--- config.mk ---
export PLATFORM = sky130hd
export DESIGN_NAME = cbpm_div
export DESIGN_NICKNAME = d
export VERILOG_FILES = /design/src/hw/rtl/cbpm_pkg.sv /design/src/hw/rtl/cbpm_div.sv
export SDC_FILE = /design/constraint.sdc
export NUM_CORES = 2
export LEC_CHECK = 0
export BUFFER_PORTS_ARGS = -buffer_cell sky130_fd_sc_hd__buf_2
export CORE_ASPECT_RATIO = 0.5
export CORE_UTILIZATION = 54
export DETAILED_ROUTE_END_ITERATION = 7
export MAX_ROUTING_LAYER = met4
export PLACE_DENSITY = 0.74
export REMOVE_ABC_BUFFERS = 1
export SYNTH_ARGS = -nofsm -noshare
export SYNTH_HDL_FRONTEND = slang
export SYNTH_SLANG_ARGS = --single-unit
--- constraint.sdc ---
create_clock -name clk -period 3.3 [get_ports clk]
set_clock_uncertainty 0.15 [all_clocks]
set_input_delay 0.33 -clock clk [delete_from_list [all_inputs] [get_ports clk]]
set_output_delay 0.33 -clock clk [all_outputs]
set_load 0.05 [all_outputs]
--- src/hw/rtl/cbpm_pkg.sv ---
package cbpm_pkg;

  // fraction bits of the internal unit-range channel value
  localparam int FRAC_BITS = 16;
  localparam int XW        = FRAC_BITS + 1;        // channel value, 0 .. 1.0
  localparam int CW        = 16;                   // signed Q1.14 coefficient
  localparam int WW        = FRAC_BITS + 2;        // signed step weight
  localparam int PW        = CW + WW;              // coefficient x weight
  localparam int L2W       = FRAC_BITS + 2;        // twice the lightness
  localparam int DFW       = FRAC_BITS + 3;        // signed 2c - max - min
  localparam int NW        = 2 * FRAC_BITS + 4;    // dividend
  localparam int DENW      = FRAC_BITS + 2;        // divisor
  localparam int QW        = FRAC_BITS + 2;        // quotient bits
  localparam int MAP_LAT   = 7;
  localparam int LVW       = 48;

  localparam logic [XW-1:0] ONE = {1'b1, {FRAC_BITS{1'b0}}};

  typedef logic [XW-1:0] fix_t;

  typedef enum logic [1:0] {
    REG_RED   = 2'd0,
    REG_GREEN = 2'd1,
    REG_BLUE  = 2'd2,
    REG_KEEP  = 2'd3
  } reg_idx_t;

  typedef struct packed {
    logic [NW-1:0]   rem;
    logic [DENW-1:0] den;
  } div_in_t;

endpackage

--- src/hw/rtl/cbpm_div.sv ---
module cbpm_div (
  input  logic                        clk,
  input  logic                        en,
  input  cbpm_pkg::div_in_t           din,
  output logic [cbpm_pkg::QW-1:0]     quot
);

  localparam int NW   = cbpm_pkg::NW;
  localparam int DENW = cbpm_pkg::DENW;
  localparam int QW   = cbpm_pkg::QW;

  // one quotient bit per stage, most significant first
  logic [NW-1:0]   rem [QW];
  logic [DENW-1:0] den [QW];
  logic [QW-1:0]   q   [QW];

  for (genvar s = 0; s < QW; s++) begin : g_stage
    localparam int K = QW - 1 - s;
    logic [NW-1:0]   cur_rem;
    logic [DENW-1:0] cur_den;
    logic [QW-1:0]   cur_q;
    logic [NW-1:0]   sh;

    if (s == 0) begin : g_first
      assign cur_rem = din.rem;
      assign cur_den = din.den;
      assign cur_q   = '0;
    end else begin : g_next
      assign cur_rem = rem[s-1];
      assign cur_den = den[s-1];
      assign cur_q   = q[s-1];
    end

    assign sh = NW'(cur_den) << K;

    always_ff @(posedge clk) begin
      if (en) begin
        den[s] <= cur_den;
        if (cur_rem >= sh) begin
          rem[s] <= cur_rem - sh;
          q[s]   <= cur_q | (QW'(1) << K);
        end else begin
          rem[s] <= cur_rem;
          q[s]   <= cur_q;
        end
      end
    end
  end

  assign quot = q[QW-1];

endmodule

# After elaboration in Yosys (flattened, before gate mapping)
# Memory sizes are Yosys's and may differ from the RTL's.
# Cells that the tools add are included.
# totals
register_bits	0
latchBits	0
ram_bits	1296
rom_bits	0
inputBits	56
output_inout_bits	18
word_cells	221
memories	3
# classes
addsub	18
mul	0
n_div	0
order_cmp	18
eq_ne	0
n_shift	0
n_mux	146
n_bitwise	36
n_reduce_logical	0
# mem_list
memory	words	width	rd	rd_ports_with_merged_regs	write_ports	line_no	text
rem	18	36	17	0	18	cbpm_div.sv:13	logic [NW-1:0] rem [QW];
den	18	18	17	0	18	cbpm_div.sv:14	logic [DENW-1:0] den [QW];
q	18	18	18	0	18	cbpm_div.sv:15	logic [QW-1:0] q [QW];
# op_table
op	count
$mux W36	18
$mux W18	18
$mux W1	110
$ge A36 B18 Y1	1
$ge A36 B19 Y1	1
$ge A36 B20 Y1	1
$ge A36 B21 Y1	1
$ge A36 B22 Y1	1
$ge A36 B23 Y1	1
$ge A36 B24 Y1	1
$ge A36 B25 Y1	1
$ge A36 B26 Y1	1
$ge A36 B27 Y1	1
$ge A36 B28 Y1	1
$ge A36 B29 Y1	1
$ge A36 B30 Y1	1
$ge A36 B31 Y1	1
$ge A36 B32 Y1	1
$ge A36 B33 Y1	1
$ge A36 B34 Y1	1
$ge A36 B35 Y1	1
$or A1 B1 Y1	36
$sub A36 B18 Y36	1
$sub A36 B19 Y36	1
other kinds (16)	16

# Logic depth before layout (Yosys ltp)
# An unclocked memory read counts as a cell.
# logic_depth
depth_word	6
ltp_mapped	13
depth_no_buf	12

# Worst setup path after synthesis
# OpenSTA, ideal clock, no wires.
# synth_timing
path_kind	register to register
from	memory rem[0][18] in the netlist's numbering
to	memory rem[0][64] in the netlist's numbering (data pin)
setup_ns	0.260
arrival_time_ns	2.925
t_required_ns	2.890
slack_ns	-0.035
stages_incl_launch_ff	11
n_path_buf	1
period_less_slack_ns	3.335
cell_sequence	edfxtp_1 ha_1 nor2b_1 o21ai_0 a31oi_1 o41ai_1 o21ai_0 or2_2 a31oi_1 buf_2 mux2_2
# synth_rtl
element	line_no
start, declared	cbpm_div.sv:13

==> results.py <==
metrics = {
    "synth": {
        "ys_warn_count": 0,
        "synthCells": 4772,
        "synth-edff-count": 1089,
        "syn_avg_cell_area_um2": 11.86,
        "synth_seq_cells": 1089,
        "async_flop_share_pct": 0,
        "yosysTopAreaCell": "edfxtp_1",
        "yosys-top-cells-area": "edfxtp_1, ha_1, xnor2_1",
        "ys_seq_area_share_pct": 57.78,
        "synth_ff_type": "edfxtp_1",
        "synthDistinctLibCells": 79,
        "netlist_area_um2": 56600,
        "netlist.area_leader.share_pct": 57.78,
    },
    "power": {
        "power.total_uw": 50620,
        "leakagePower_uw": 0.02570,
        "ir_drop_v": 0.0004563,
        "power_density_nw_per_um2": 760.7,
    },
    "critical_path": {
        "ff2ff_path_depth": 9,
        "crit_end": "rem[1][71]",
        "end_kind": "flip-flop",
        "startpoint": "rem[1][1]",
        "crit_type": "flip-flop to flip-flop",
        "worstPathMaxFanout": 13,
        "timing.rr.start": "rem[1][1]",
        "rr_endpoint": "rem[1][71]",
        "required_ps": 3670,
        "start_kind": "flip-flop",
        "arrival_ps": 3650,
        "r2r_slack_ps": 20,
    },
    "floorplan": {
        "die-area_um2": 106200,
        "io-pin-count": 74,
        "die_w_um": 459.9,
        "initial_core_util_pct": 54.83,
        "die_h_um": 230.9,
        "core_area_um2": 103200,
        "rows": 83,
    },
    "placement": {
        "placedCellCount": 6553,
        "dp_hpwl_um": 87270,
        "place.gp.congestion": 0.9689,
        "io_buffer_count": 73,
    },
    "cells_and_area": {
        "regArea_um2": 32700,
        "final_cells": 6821,
        "drive_gt1_share_pct": 16.69,
        "fin_nets": 5738,
        "syn_to_final_growth_pct": 17.57,
        "multiInputGateArea_um2": 22760,
        "fillerInstances": 7711,
    },
    "routing": {
        "viasPerCell": 5.548,
        "vias": 37840,
        "wire_per_inst_um": 17.31,
        "dr.pass1.iters": 7,
        "routed_wl_um": 118100,
        "ant_nets": 0,
        "drtIter0Drc": 2253,
        "drcViolationCount": 0,
    },
    "timing": {
        "fin_crit_sh_pct": 99.38,
        "period_minus_slack_ps": 3279,
        "max_freq_mhz": 304.9,
        "tightest_slew_ps": 861.2,
        "hold_viol": 0,
        "setup_viol_count_final": 0,
        "slew-limit-headroom_pct": 42.59,
        "slew_viol_final": 0,
    },
    "global_routing": {
        "grt_overflow": 0,
        "antenna_found_initial": 2,
        "grt_pass1_vias": 38360,
        "grt_max_degree": 162,
        "grt_first_pass_wirelength_um": 187800,
        "grt_util_all_layers_pct": 22.71,
    },
    "clock_tree": {
        "cts_tree": "done",
        "cts_made_buffers": 97,
        "cts_buffer_depth": 3,
        "clk_latency_ps": 700,
        "htree_levels": 3,
        "clkTransAtPathRegs_ps": 70,
        "clk_root_buffer_cell": "clkbuf_16",
        "clock-sinks": 1089,
    },
    "flow_run": {
        "cap_violations": 0,
    },
    "outcome": {
        "status": "completed",
    },
    "hold_path": {
        "worstHoldPathType": "primary input to flip-flop",
    },
}
-- final cells by class --
cell class | instances | share of cell area, %
sequential | 1089 | 49.14
multi-input combinational | 3156 | 34.20
timing repair buffer | 580 | 6.962
clock buffer | 118 | 3.798
tap | 1402 | 2.636
inverter | 417 | 2.352
clock inverter | 58 | 0.9100
antenna | 1 | 0.003760
-- cells in the mapped netlist (57+ instances only) --
cell type  number
a21o_1         90
a21oi_1       307
clkbuf_1       92
edfxtp_1     1089
ha_1          324
inv_1         416
mux2_2         72
nand2_1       330
nand2b_1       63
nand3_1        76
nand4_1        57
nor2_1        275
nor3_1        135
nor4_1         72
o21a_1         74
o21ai_0       277
xnor2_1       188
xor2_1        163
-- worst min path at each step --
stage / slack, ps / to / from / cells after the start
global route: 170 / den[0][7] / din[7] / 2
CTS: 140 / rem[0][16] / din[34] / 2
detailed placement: 250 / q[3][32] / q[3][14] / 0
floorplan: 250 / q[0][35] / q[0][17] / 0
global placement: 250 / q[6][34] / q[6][16] / 0
finish: 200 / den[0][6] / din[6] / 2
-- registers in the layout (all words and copies together), names as in the netlist --
register,count
den,306
q,171
rem,612
-- through the flow --
stage / hold WS [ps] / setup WS (ps) / instance area (µm²) / setup TNS [ps] / util, %
after detailed placement: 254.5 / -387.6 / 61660 / -10830 / 59.74
final: 202.9 / 20.59 / 66550 / 0 / 64.47
after global placement: 250.4 / -362.0 / 61660 / -8085 / 59.74
after floorplan: 250.3 / -1651 / 56170 / -159960 / -
after global routing: 165.2 / -80.80 / 66550 / -528.2 / 64.47
after CTS: 143.2 / -54.94 / 65770 / -370.4 / 63.71
-- cell families (layout without fill, tap and decap cells) --
logic type                 count (synthesis)  after routing  synth area share [%]
muxes                                     90             90                 1.751
DFF                                     1089           1089                 57.78
adders and majority gates                341            341                 7.764
and+or+nand+nor                         1321           1321                 12.02
other                                      0              1                     0
xor gates and xnor gates                 351            351                 5.431
buffers and inverters                    527           1173                 3.530
AOI/OAI and AO/OA                       1053           1053                 11.73
-- timing repair --
action                                 in CTS  in global routing
setup endpoints to repair                 106                201
hold buffers                               55                  0
gates cloned                                2                  2
setup buffers                              10                 26
pin swaps                                  18                 40
endpoints found under the hold margin      75                  0
gates resized for setup                    55                108
-- worst max-delay path, stage by stage, from the launching register on --
cell and delay [ps]:
edfxtp_1 400, or4_4 570, nor4_4 270, nand4_1 260, or4_4 580, nand4b_1 190, nor3_4 60, buf_12 150
buf_4 170, o41ai_4 290
-- placed cells by master, fill, tap and decap left out, types with 55 or more instances in the layout --
master / count
ha_1: 312
xnor2_1: 188
xor2_1: 163
nand2b_1: 62
mux2_2: 70
edfxtp_1: 1089
o21ai_0: 264
a21o_1: 90
o21a_1: 74
a21oi_1: 298
nor3_1: 128
clkbuf_16: 100
inv_1: 410
nand2_1: 329
buf_4: 424
nor2_1: 272
nand4_1: 57
dlygate4sd3_1: 55
nor4_1: 55
buf_2: 72
nand3_1: 74
-- power breakdown --
group          internal (µW)  total, µW  switching, µW
sequential             19000      20600           1640
combinational           8670      18700          10100
clock                   6200      11300           5060
total                  33900      50600          16800
-- per-layer routing --
| metal | vias up | GRT usage [%] | share of wire, % |
|---|---|---|---|
| li1 | 18890 | - | - |
| met1 | 17820 | 23.47 | 39 |
| met2 | 824 | 42.21 | 53 |
| met3 | 319 | 3.055 | 3.2 |
| met4 | 0 | 11.27 | 5.1 |
| met5 | - | - | 0 |
(Power assumes the default switching activity.)
